### src/rtl/torque_magnitude_and_slew_limiter_core_defines.svh
// assertion macros shared by the torque limiter rtl
`ifndef TORQUE_MAGNITUDE_AND_SLEW_LIMITER_CORE_DEFINES_SVH
`define TORQUE_MAGNITUDE_AND_SLEW_LIMITER_CORE_DEFINES_SVH

// same-cycle implication, disabled during reset
`define TMSL_ASSERT_NOW(label, ante, cons, msg) \
	label: assert property (@(posedge clk) disable iff (!arst_n) (ante) |-> (cons)) \
		else $error(msg);

// next-cycle implication, disabled during reset
`define TMSL_ASSERT_NEXT(label, ante, cons, msg) \
	label: assert property (@(posedge clk) disable iff (!arst_n) (ante) |=> (cons)) \
		else $error(msg);

`endif

### src/rtl/tmsl_pkg.sv
// package: constants and codes of the torque limiter
`timescale 1ns / 1ps
package tmsl_pkg;

	localparam int TORQUE_WIDTH_DEF = 32;
	localparam int TIME_WIDTH_DEF   = 48;

	localparam int MAX_TORQUE_W = 31;
	localparam int MAX_SLEW_W   = 32;
	localparam int CFG_DATA_W   = 32;
	localparam int CFG_INDEX_W  = 1;

	localparam logic [MAX_TORQUE_W-1:0] MAX_TORQUE_RST = 31'd655360;
	localparam logic [MAX_SLEW_W-1:0]   MAX_SLEW_RST   = 32'd65536;

	typedef enum logic [CFG_INDEX_W-1:0] {
		CFG_MAX_TORQUE = 1'b0,
		CFG_MAX_SLEW   = 1'b1
	} cfg_idx_t;

	localparam logic MODE_APPLY = 1'b0;
	localparam logic MODE_RESET = 1'b1;

endpackage

### src/rtl/tmsl_if.sv
// interfaces: command and result channels of the torque limiter
`timescale 1ns / 1ps
interface tmsl_cmd_if #(
	parameter int TORQUE_WIDTH = tmsl_pkg::TORQUE_WIDTH_DEF,
	parameter int TIME_WIDTH   = tmsl_pkg::TIME_WIDTH_DEF
);
	logic                           valid;
	logic                           ready;
	logic                           mode;
	logic signed [TORQUE_WIDTH-1:0] torque_in;
	logic        [TIME_WIDTH-1:0]   time_stamp;

	modport source (output valid, output mode, output torque_in, output time_stamp,
		input ready);
	modport sink (input valid, input mode, input torque_in, input time_stamp,
		output ready);
endinterface

interface tmsl_rsp_if #(
	parameter int TORQUE_WIDTH = tmsl_pkg::TORQUE_WIDTH_DEF
);
	logic                           valid;
	logic                           ready;
	logic signed [TORQUE_WIDTH-1:0] magnitude_limited;
	logic signed [TORQUE_WIDTH-1:0] torque_out;
	logic                           saturated;
	logic                           slew_hit;

	modport source (output valid, output magnitude_limited, output torque_out,
		output saturated, output slew_hit, input ready);
	modport sink (input valid, input magnitude_limited, input torque_out,
		input saturated, input slew_hit, output ready);
endinterface

### src/rtl/tmsl_step_limit.sv
// step limit: saturated product of slew rate and elapsed ticks
`timescale 1ns / 1ps
module tmsl_step_limit #(
	parameter int TORQUE_WIDTH = tmsl_pkg::TORQUE_WIDTH_DEF,
	parameter int DT_WIDTH     = TORQUE_WIDTH + 1
) (
	input  logic [DT_WIDTH-1:0]             dt,
	input  logic                            dt_big,
	input  logic [tmsl_pkg::MAX_SLEW_W-1:0] slew,
	output logic [TORQUE_WIDTH+1:0]         lim
);
	localparam int SW = tmsl_pkg::MAX_SLEW_W;
	localparam int PW = DT_WIDTH + SW;
	localparam int LW = TORQUE_WIDTH + 2;

	logic [PW-1:0] prod;
	logic          over;
	logic [LW-1:0] cap;

	assign prod = {{SW{1'b0}}, dt} * {{DT_WIDTH{1'b0}}, slew};
	// anything at or past the cap bit means the product reached the cap
	assign over = |prod[PW-1:TORQUE_WIDTH+1];
	assign cap  = {1'b1, {(TORQUE_WIDTH+1){1'b0}}};

	always_comb begin
		if (slew == '0) begin
			lim = '0;
		end else if (dt_big || over) begin
			lim = cap;
		end else begin
			lim = {1'b0, prod[TORQUE_WIDTH:0]};
		end
	end
endmodule

### src/rtl/torque_magnitude_and_slew_limiter_core.sv
// top level: torque magnitude clamp and slew limiter, four-stage pipeline
//
//  channel | dir | handshake     | payload
//  cmd     | in  | valid / ready | mode, torque_in, time_stamp
//  rsp     | out | valid / ready | magnitude_limited, torque_out, saturated, slew_hit
//  cfg     | in  | cfg_we        | cfg_index, cfg_data
//
// one beat accepted per cycle while not stalled; a result is offered from the result register
// stages: capture, magnitude clamp and tick delta, slew multiplier, slew clamp
// a reset-mode beat flows through in order and yields no result beat
// stages hold while the result register waits; empty stages still fill
// arst_n clears valid bits, the time history and the previous output, and loads config defaults
`timescale 1ns / 1ps
`include "torque_magnitude_and_slew_limiter_core_defines.svh"
module torque_magnitude_and_slew_limiter_core #(
	parameter int TORQUE_WIDTH = tmsl_pkg::TORQUE_WIDTH_DEF,
	parameter int TIME_WIDTH   = tmsl_pkg::TIME_WIDTH_DEF
) (
	input  logic                             clk,
	input  logic                             arst_n,
	input  logic                             cfg_we,
	input  logic [tmsl_pkg::CFG_INDEX_W-1:0] cfg_index,
	input  logic [tmsl_pkg::CFG_DATA_W-1:0]  cfg_data,
	tmsl_cmd_if.sink                         cmd,
	tmsl_rsp_if.source                       rsp
);
	localparam int TW  = TORQUE_WIDTH;
	localparam int TMW = TIME_WIDTH;
	localparam int MTW = tmsl_pkg::MAX_TORQUE_W;
	localparam int SW  = tmsl_pkg::MAX_SLEW_W;
	localparam int CW  = ((TW > MTW) ? TW : MTW) + 2;
	localparam int DW  = TW + 1;
	localparam int EW  = ((TMW > DW) ? TMW : DW) + 1;
	localparam int LW  = TW + 2;
	localparam int FW  = TW + 3;

	// configuration
	logic [MTW-1:0] max_torque_q;
	logic [SW-1:0]  max_slew_q;

	always_ff @(posedge clk or negedge arst_n) begin
		if (!arst_n) begin
			max_torque_q <= tmsl_pkg::MAX_TORQUE_RST;
			max_slew_q   <= tmsl_pkg::MAX_SLEW_RST;
		end else if (cfg_we) begin
			unique case (tmsl_pkg::cfg_idx_t'(cfg_index))
				tmsl_pkg::CFG_MAX_TORQUE: max_torque_q <= cfg_data[MTW-1:0];
				tmsl_pkg::CFG_MAX_SLEW:   max_slew_q   <= cfg_data[SW-1:0];
				default: ;
			endcase
		end
	end

	// handshake
	logic v_s1, v_s2, v_s3, out_vld_q;
	logic rdy1, rdy2, rdy3, out_free, fire3;
	logic cmd_fire;
	logic mode_s1, mode_s2, mode_s3;

	assign out_free = !out_vld_q || rsp.ready;
	assign fire3    = v_s3 && (out_free || (mode_s3 == tmsl_pkg::MODE_RESET));
	assign rdy3     = !v_s3 || fire3;
	assign rdy2     = !v_s2 || rdy3;
	assign rdy1     = !v_s1 || rdy2;
	assign cmd.ready = rdy1;
	assign cmd_fire  = cmd.valid && rdy1;

	always_ff @(posedge clk or negedge arst_n) begin
		if (!arst_n) begin
			v_s1      <= 1'b0;
			v_s2      <= 1'b0;
			v_s3      <= 1'b0;
			out_vld_q <= 1'b0;
		end else begin
			if (rdy1) v_s1 <= cmd.valid;
			if (rdy2) v_s2 <= v_s1;
			if (rdy3) v_s3 <= v_s2;
			if (fire3 && (mode_s3 == tmsl_pkg::MODE_APPLY)) begin
				out_vld_q <= 1'b1;
			end else if (rsp.ready) begin
				out_vld_q <= 1'b0;
			end
		end
	end

	// time history, follows the accepted command order
	logic [TMW-1:0] prev_time_q;
	logic           time_known_q;

	always_ff @(posedge clk or negedge arst_n) begin
		if (!arst_n) begin
			prev_time_q  <= '0;
			time_known_q <= 1'b0;
		end else if (cmd_fire) begin
			if (cmd.mode == tmsl_pkg::MODE_RESET) begin
				prev_time_q  <= '0;
				time_known_q <= 1'b0;
			end else begin
				prev_time_q  <= cmd.time_stamp;
				time_known_q <= 1'b1;
			end
		end
	end

	// stage 1: capture
	logic signed [TW-1:0] tq_s1;
	logic [TMW-1:0]       now_s1, pt_s1;
	logic                 tk_s1;

	always_ff @(posedge clk) begin
		if (cmd_fire) begin
			mode_s1 <= cmd.mode;
			tq_s1   <= cmd.torque_in;
			now_s1  <= cmd.time_stamp;
			pt_s1   <= prev_time_q;
			tk_s1   <= time_known_q;
		end
	end

	// stage 2: magnitude clamp and tick delta
	logic signed [CW-1:0] req_x, lim_x, neg_x, mag_x;
	logic [TMW:0]         diff;
	logic [TMW-1:0]       dt_full;
	logic [EW-1:0]        dt_ext;

	always_comb begin
		req_x = {{(CW-TW){tq_s1[TW-1]}}, tq_s1};
		lim_x = {{(CW-MTW){1'b0}}, max_torque_q};
		neg_x = -lim_x;
		if (req_x > lim_x) begin
			mag_x = lim_x;
		end else if (req_x < neg_x) begin
			mag_x = neg_x;
		end else begin
			mag_x = req_x;
		end
	end

	assign diff    = {1'b0, now_s1} - {1'b0, pt_s1};
	// a borrow means time went backwards
	assign dt_full = (tk_s1 && !diff[TMW]) ? diff[TMW-1:0] : '0;
	assign dt_ext  = {{(EW-TMW){1'b0}}, dt_full};

	logic signed [TW-1:0] mag_s2;
	logic                 sat_s2, tk_s2, dtbig_s2;
	logic [DW-1:0]        dt_s2;

	always_ff @(posedge clk) begin
		if (v_s1 && rdy2) begin
			mode_s2  <= mode_s1;
			mag_s2   <= mag_x[TW-1:0];
			sat_s2   <= (mag_x != req_x);
			tk_s2    <= tk_s1;
			dt_s2    <= dt_ext[DW-1:0];
			dtbig_s2 <= |dt_ext[EW-1:DW];
		end
	end

	// stage 3: allowed step
	logic [LW-1:0] lim_c;

	tmsl_step_limit #(
		.TORQUE_WIDTH(TW),
		.DT_WIDTH    (DW)
	) u_step_limit (
		.dt    (dt_s2),
		.dt_big(dtbig_s2),
		.slew  (max_slew_q),
		.lim   (lim_c)
	);

	logic signed [TW-1:0] mag_s3;
	logic                 sat_s3, tk_s3;
	logic [LW-1:0]        lim_s3;

	always_ff @(posedge clk) begin
		if (v_s2 && rdy3) begin
			mode_s3 <= mode_s2;
			mag_s3  <= mag_s2;
			sat_s3  <= sat_s2;
			tk_s3   <= tk_s2;
			lim_s3  <= lim_c;
		end
	end

	// stage 4: clamp to prev +/- step once time is known; prev output takes the result, or the magnitude on reset
	logic signed [TW-1:0] prev_out_q;
	logic signed [FW-1:0] prev_x, step_x, mag3_x, hi_x, lo_x, res_x;

	always_comb begin
		prev_x = {{3{prev_out_q[TW-1]}}, prev_out_q};
		step_x = {1'b0, lim_s3};
		mag3_x = {{3{mag_s3[TW-1]}}, mag_s3};
		hi_x   = prev_x + step_x;
		lo_x   = prev_x - step_x;
		if (!tk_s3) begin
			res_x = mag3_x;
		end else if (mag3_x > hi_x) begin
			res_x = hi_x;
		end else if (mag3_x < lo_x) begin
			res_x = lo_x;
		end else begin
			res_x = mag3_x;
		end
	end

	always_ff @(posedge clk or negedge arst_n) begin
		if (!arst_n) begin
			prev_out_q <= '0;
		end else if (fire3) begin
			if (mode_s3 == tmsl_pkg::MODE_RESET) begin
				prev_out_q <= mag_s3;
			end else begin
				prev_out_q <= res_x[TW-1:0];
			end
		end
	end

	// result register
	logic signed [TW-1:0] mag_q, tq_out_q;
	logic                 sat_q, rate_q;

	always_ff @(posedge clk) begin
		if (fire3 && (mode_s3 == tmsl_pkg::MODE_APPLY)) begin
			mag_q    <= mag_s3;
			tq_out_q <= res_x[TW-1:0];
			sat_q    <= sat_s3;
			rate_q   <= (res_x != mag3_x);
		end
	end

	assign rsp.valid             = out_vld_q;
	assign rsp.magnitude_limited = mag_q;
	assign rsp.torque_out        = tq_out_q;
	assign rsp.saturated         = sat_q;
	assign rsp.slew_hit          = rate_q;

	`TMSL_ASSERT_NOW(a_time_forget, $fell(time_known_q), $past(cmd.valid && cmd.ready && (cmd.mode == tmsl_pkg::MODE_RESET)), "time history dropped without a reset beat")
	`TMSL_ASSERT_NEXT(a_result_load, fire3 && (mode_s3 == tmsl_pkg::MODE_APPLY), out_vld_q && (tq_out_q == prev_out_q), "apply beat did not reach the result register")
	`TMSL_ASSERT_NOW(a_no_rate_first, out_vld_q && rate_q, tq_out_q != mag_q, "rate flag set with unchanged output")
	`TMSL_ASSERT_NEXT(a_hold_stall, out_vld_q && !rsp.ready, out_vld_q && $stable(tq_out_q), "result register changed while stalled")
endmodule
### src/flat_wrapper.sv
// flat-port wrapper written by rule: the top's interface ports become plain ports
module torque_magnitude_and_slew_limiter_core_flat 
#(
	parameter int TORQUE_WIDTH = tmsl_pkg::TORQUE_WIDTH_DEF,
	parameter int TIME_WIDTH   = tmsl_pkg::TIME_WIDTH_DEF
)
  (clk, arst_n, cfg_we, cfg_index, cfg_data, cmd_valid, cmd_mode, cmd_torque_in, cmd_time_stamp, cmd_ready, rsp_valid, rsp_magnitude_limited, rsp_torque_out, rsp_saturated, rsp_slew_hit, rsp_ready);
  tmsl_cmd_if #(.TORQUE_WIDTH(TORQUE_WIDTH), .TIME_WIDTH(TIME_WIDTH)) cmd_i ();
  tmsl_rsp_if #(.TORQUE_WIDTH(TORQUE_WIDTH)) rsp_i ();
  input  logic clk;
  input  logic arst_n;
  input  logic cfg_we;
  input  logic [tmsl_pkg::CFG_INDEX_W-1:0] cfg_index;
  input  logic [tmsl_pkg::CFG_DATA_W-1:0] cfg_data;
  input wire logic [$bits(cmd_i.valid)-1:0] cmd_valid;
  input wire logic [$bits(cmd_i.mode)-1:0] cmd_mode;
  input wire logic [$bits(cmd_i.torque_in)-1:0] cmd_torque_in;
  input wire logic [$bits(cmd_i.time_stamp)-1:0] cmd_time_stamp;
  output wire logic [$bits(cmd_i.ready)-1:0] cmd_ready;
  output wire logic [$bits(rsp_i.valid)-1:0] rsp_valid;
  output wire logic [$bits(rsp_i.magnitude_limited)-1:0] rsp_magnitude_limited;
  output wire logic [$bits(rsp_i.torque_out)-1:0] rsp_torque_out;
  output wire logic [$bits(rsp_i.saturated)-1:0] rsp_saturated;
  output wire logic [$bits(rsp_i.slew_hit)-1:0] rsp_slew_hit;
  input wire logic [$bits(rsp_i.ready)-1:0] rsp_ready;
  assign cmd_i.valid = cmd_valid;
  assign cmd_i.mode = cmd_mode;
  assign cmd_i.torque_in = cmd_torque_in;
  assign cmd_i.time_stamp = cmd_time_stamp;
  assign cmd_ready = cmd_i.ready;
  assign rsp_valid = rsp_i.valid;
  assign rsp_magnitude_limited = rsp_i.magnitude_limited;
  assign rsp_torque_out = rsp_i.torque_out;
  assign rsp_saturated = rsp_i.saturated;
  assign rsp_slew_hit = rsp_i.slew_hit;
  assign rsp_i.ready = rsp_ready;
  torque_magnitude_and_slew_limiter_core #(.TORQUE_WIDTH(TORQUE_WIDTH), .TIME_WIDTH(TIME_WIDTH)) u_core (.clk(clk), .arst_n(arst_n), .cfg_we(cfg_we), .cfg_index(cfg_index), .cfg_data(cfg_data), .cmd(cmd_i), .rsp(rsp_i));
endmodule
### config.mk
export PLATFORM = sky130hd
export DESIGN_NAME = torque_magnitude_and_slew_limiter_core_flat
export DESIGN_NICKNAME = d
export VERILOG_FILES = /design/src/rtl/tmsl_pkg.sv /design/src/rtl/tmsl_if.sv /design/src/rtl/tmsl_step_limit.sv /design/src/rtl/torque_magnitude_and_slew_limiter_core.sv /design/src/flat_wrapper.sv
export VERILOG_INCLUDE_DIRS = /design/src /design/src/rtl
export SDC_FILE = /design/constraint.sdc
export NUM_CORES = 2
export LEC_CHECK = 0
export BUFFER_PORTS_ARGS = -buffer_cell sky130_fd_sc_hd__clkbuf_2
export CAP_MARGIN = 30
export CORE_MARGIN = 3
export CORE_UTILIZATION = 45
export CTS_BUF_LIST = sky130_fd_sc_hd__clkbuf_16
export DETAILED_ROUTE_END_ITERATION = 7
export PLACE_DENSITY = 0.7
export SYNTH_ARGS = -nofsm -noshare
export SYNTH_HDL_FRONTEND = slang
export SYNTH_HIERARCHICAL = 1
export SYNTH_SLANG_ARGS = --single-unit
### constraint.sdc
create_clock -name clk -period 9.4 [get_ports clk]
set_clock_uncertainty 0.05 [all_clocks]
set_input_delay 0.47 -clock clk [delete_from_list [all_inputs] [get_ports clk]]
set_output_delay 0.47 -clock clk [all_outputs]
set_load 0.01 [all_outputs]
==> reports/results.ini <==
[cts]
clkSinkCount=482
tritoncts=done
clk_pin_slew_ns=0.07
cts-buffers-inserted=49
clock_path_buffers=3
htreeDepth=2
insertion_delay_ns=0.63
cts_root_buf=clkbuf_16

[die]
start_util_pct=45.4
design.die.area_sq_mm=0.152
dieHeight_um=390
die_w_um=390
row_count=140
top_level_ports=187
coreArea_sq_mm=0.146

[worst_hold_path]
hp-class=input port to register

[global_route]
overflow=0
grtUsageTotal_pct=27.8
grt_first_pass_wirelength_um=327000
first_global_vias=54800
antenna_found_initial=15
grt_max_degree=107

[cells_and_area]
syn_to_final_growth_pct=9.36
final_util_pct=49.7
final.fill_count=13500
drive_gt1_share_pct=8.93
finalNonFillerCells=9144
fin_nets=8744

[drt]
drc=0
dr.first_iter.drc_count=4193
avgRoutedWirePerCell_um=23.1
antenna_left=0
vias=52700
wl_um=212000
drtPass1Iterations=8
via_per_inst=5.76

[worst_setup_path]
cp-start-kind=register
slowest_delay_ns=0.81
path_max_fanout=34
path_delay_family=adder cells
cp_num_buf_inv=4
timing.critical_path.mode_cell=fa_1
arrival_ns=9.41
cp.required_ns=9.74
crit_path_end_kind=register
criticalPathCategory=register to register
crit_slowest_cell=dfstp_4
path_cells=buf_4 > and2_1 > fa_1 > inv_1 > fa_1 > fa_1 > fa_1 > fa_1 > fa_1 > inv_1 > fa_1 > ha_1 > ha_1 > nand2_1 > nor2_1 > o21bai_1 > nor3_1 > o31ai_1 > and2_1 > o211ai_1 > o2111ai_1 > or4_2 > buf_12 > o31a_1

[placement]
gp_congestion=1.03
placed_cells=8955
io_buffers=186
place_hpwl_um=171000

[outcome]
status=finished, final reports clean

[synthesis]
yosysWarnings=6
ys.flop_type=edfxtp_1
syn_avg_cell_area_sq_um=9.42
yosysSeqAreaShare_pct=20.7
synth_area_sq_mm=0.0663
ys_ff_latch=482
synth_cell_types=103
syn_nets=8599
synth-async-reset-ratio_pct=30.7
synth_edf_count=334
syn_inst=7037

[flow_run]
maxCapViolCount=0

[timing]
fin_setup_tns_ns=0
holdWs_ns=0.0288
max_slew_margin_pct=27.0
rsz0062_at_grt=false
worst_pin_slew_ns=1.09
period_minus_slack_ns=9.08
post-route-period-util_pct=96.6
slew_violations=0
setup_viol=0
hold_viol=0
fmax_ghz=0.110

## layer usage
layer	vias up	global-route usage (%)	share of wire [%]
met5	-	0	0.045
met4	12	11.4	5.0
met3	513	6.16	9.0
met2	2373	44.8	46
met1	26300	36.4	40
li1	23400	-	-
## state kept, by name, summed over array words and instances, names as in the netlist, 31 cells and up
signal,flops
u_core/prev_out_q,32
u_core/pt_s1,48
u_core/rsp.torque_out,32
u_core/lim_s3,34
u_core/max_slew_q,32
u_core/prev_time_q,48
u_core/now_s1,48
u_core/rsp.magnitude_limited,32
u_core/tq_s1,32
u_core/dt_s2,33
u_core/max_torque_q,31
u_core/mag_s3,32
u_core/mag_s2,32
## path summary, 6_finish.rpt
| check | slack, ns | depth (start not counted) | from | endpoint |
|---|---|---|---|---|
| max | 0.32 | 24 | u_core/max_slew_q[16] | u_core/lim_s3[33] |
| min | 0.03 | 1 | cmd_time_stamp[0] | u_core/now_s1[0] |
| max reg2reg | 0.32 | 24 | u_core/max_slew_q[16] | u_core/lim_s3[33] |
| min reg2reg | 0.37 | 0 | u_core/mag_s2[4] | u_core/mag_s3[4] |
| max in group asynchronous | 7.68 | 3 | arst_n | u_core/max_slew_q[30] |
| min in group asynchronous | 0.33 | 2 | arst_n | u_core/prev_out_q[19] |
## placed cells by master (no fill, tap or decap), types with 31 or more instances in the layout
master         instances
dlygate4sd3_1         73
a211oi_1              31
o21bai_1              39
o22ai_1               35
a21o_1                83
nor2b_1               32
clkbuf_16             50
nand2_1              721
nand2b_1              89
nand4_1               84
a21oi_1              288
o21ai_0              276
mux2i_1               55
nor3_1                76
nand3_1               85
inv_1               1078
fa_1                 929
xor2_1                41
nor4_2                31
nor4_1                43
edfxtp_1             334
nor2_1               212
dfrtp_1              126
and2_1               704
clkbuf_2             185
o21a_1                36
ha_1                 513
buf_4                178
mux2_2                40
xnor2_1              147
## synthesized netlist by cell type, types with 22 or more instances
master     instances  area, sq um
nor4_2            31          388
nor2_1           214          803
a211oi_1          31          233
nand4_1           84          526
a22o_1            22          193
inv_1           1071         4020
or3_1             24          150
o21bai_1          39          293
nand2_1          722         2710
nor4_1            43          269
mux2i_1           55          551
o22ai_1           35          219
nor3_1            77          385
or2_2             23          144
xor2_1            41          359
dfrtp_1          145         3630
o211ai_1          28          210
fa_1             929        18600
nand3_1           85          425
edfxtp_1         334        10000
clkbuf_1         324         1220
o21ai_0          280         1400
xnor2_1          147         1290
a31oi_1           31          194
and2_1           705         4410
nand2b_1          89          557
ha_1             514         6430
nor2b_1           34          213
buf_2             27          135
mux2_2            40          450
a21o_1            83          623
o21a_1            36          270
a21oi_1          288         1440
a2111oi_0         23          201
and3_1            27          169
## metrics by stage
step	instance area (sq um)	setup slack, ns
floorplan	66300	1.18
global placement	69800	0.147
detailed placement	69900	0.0666
CTS	72200	0.0632
global route	72500	0.0250
finish	72500	0.322
## final cells by class
cell class / count / area (sq um) / area share, %
Timing Repair Buffer: 467 / 3570 / 4.93
Clock buffer: 50 / 1250 / 1.73
Sequential cell: 482 / 13800 / 19.0
Inverter: 1077 / 4050 / 5.58
Antenna cell: 6 / 15.0 / 0.0207
Clock inverter: 40 / 335 / 0.462
Multi-Input combinational cell: 5105 / 47100 / 65.0
Tap cell: 1917 / 2400 / 3.31
## logic make-up (layout without fill, tap and decap cells)
family,count (synthesis),in the layout,share of synthesized area (%)
DFF,482,482,20.7
and+or+nand+nor,2236,2236,17.8
muxes,96,96,1.53
other,0,6,0
buffers and inverters,1450,1634,8.35
AOI/OAI and AO/OA,1137,1137,11.2
xor gates and xnor gates,193,193,2.65
adders and majority gates,1443,1443,37.7
## repair_timing
| item | in CTS | in global routing |
|---|---|---|
| hold endpoints to repair | 113 | 0 |
| setup endpoints to repair | 0 | 34 |
| hold buffers | 73 | 0 |
| setup buffers | 0 | 18 |
| gates resized for setup | 0 | 30 |
Power is not shown: default switching activity piles up to over one toggle a cycle in this logic, so the estimate is an artifact.
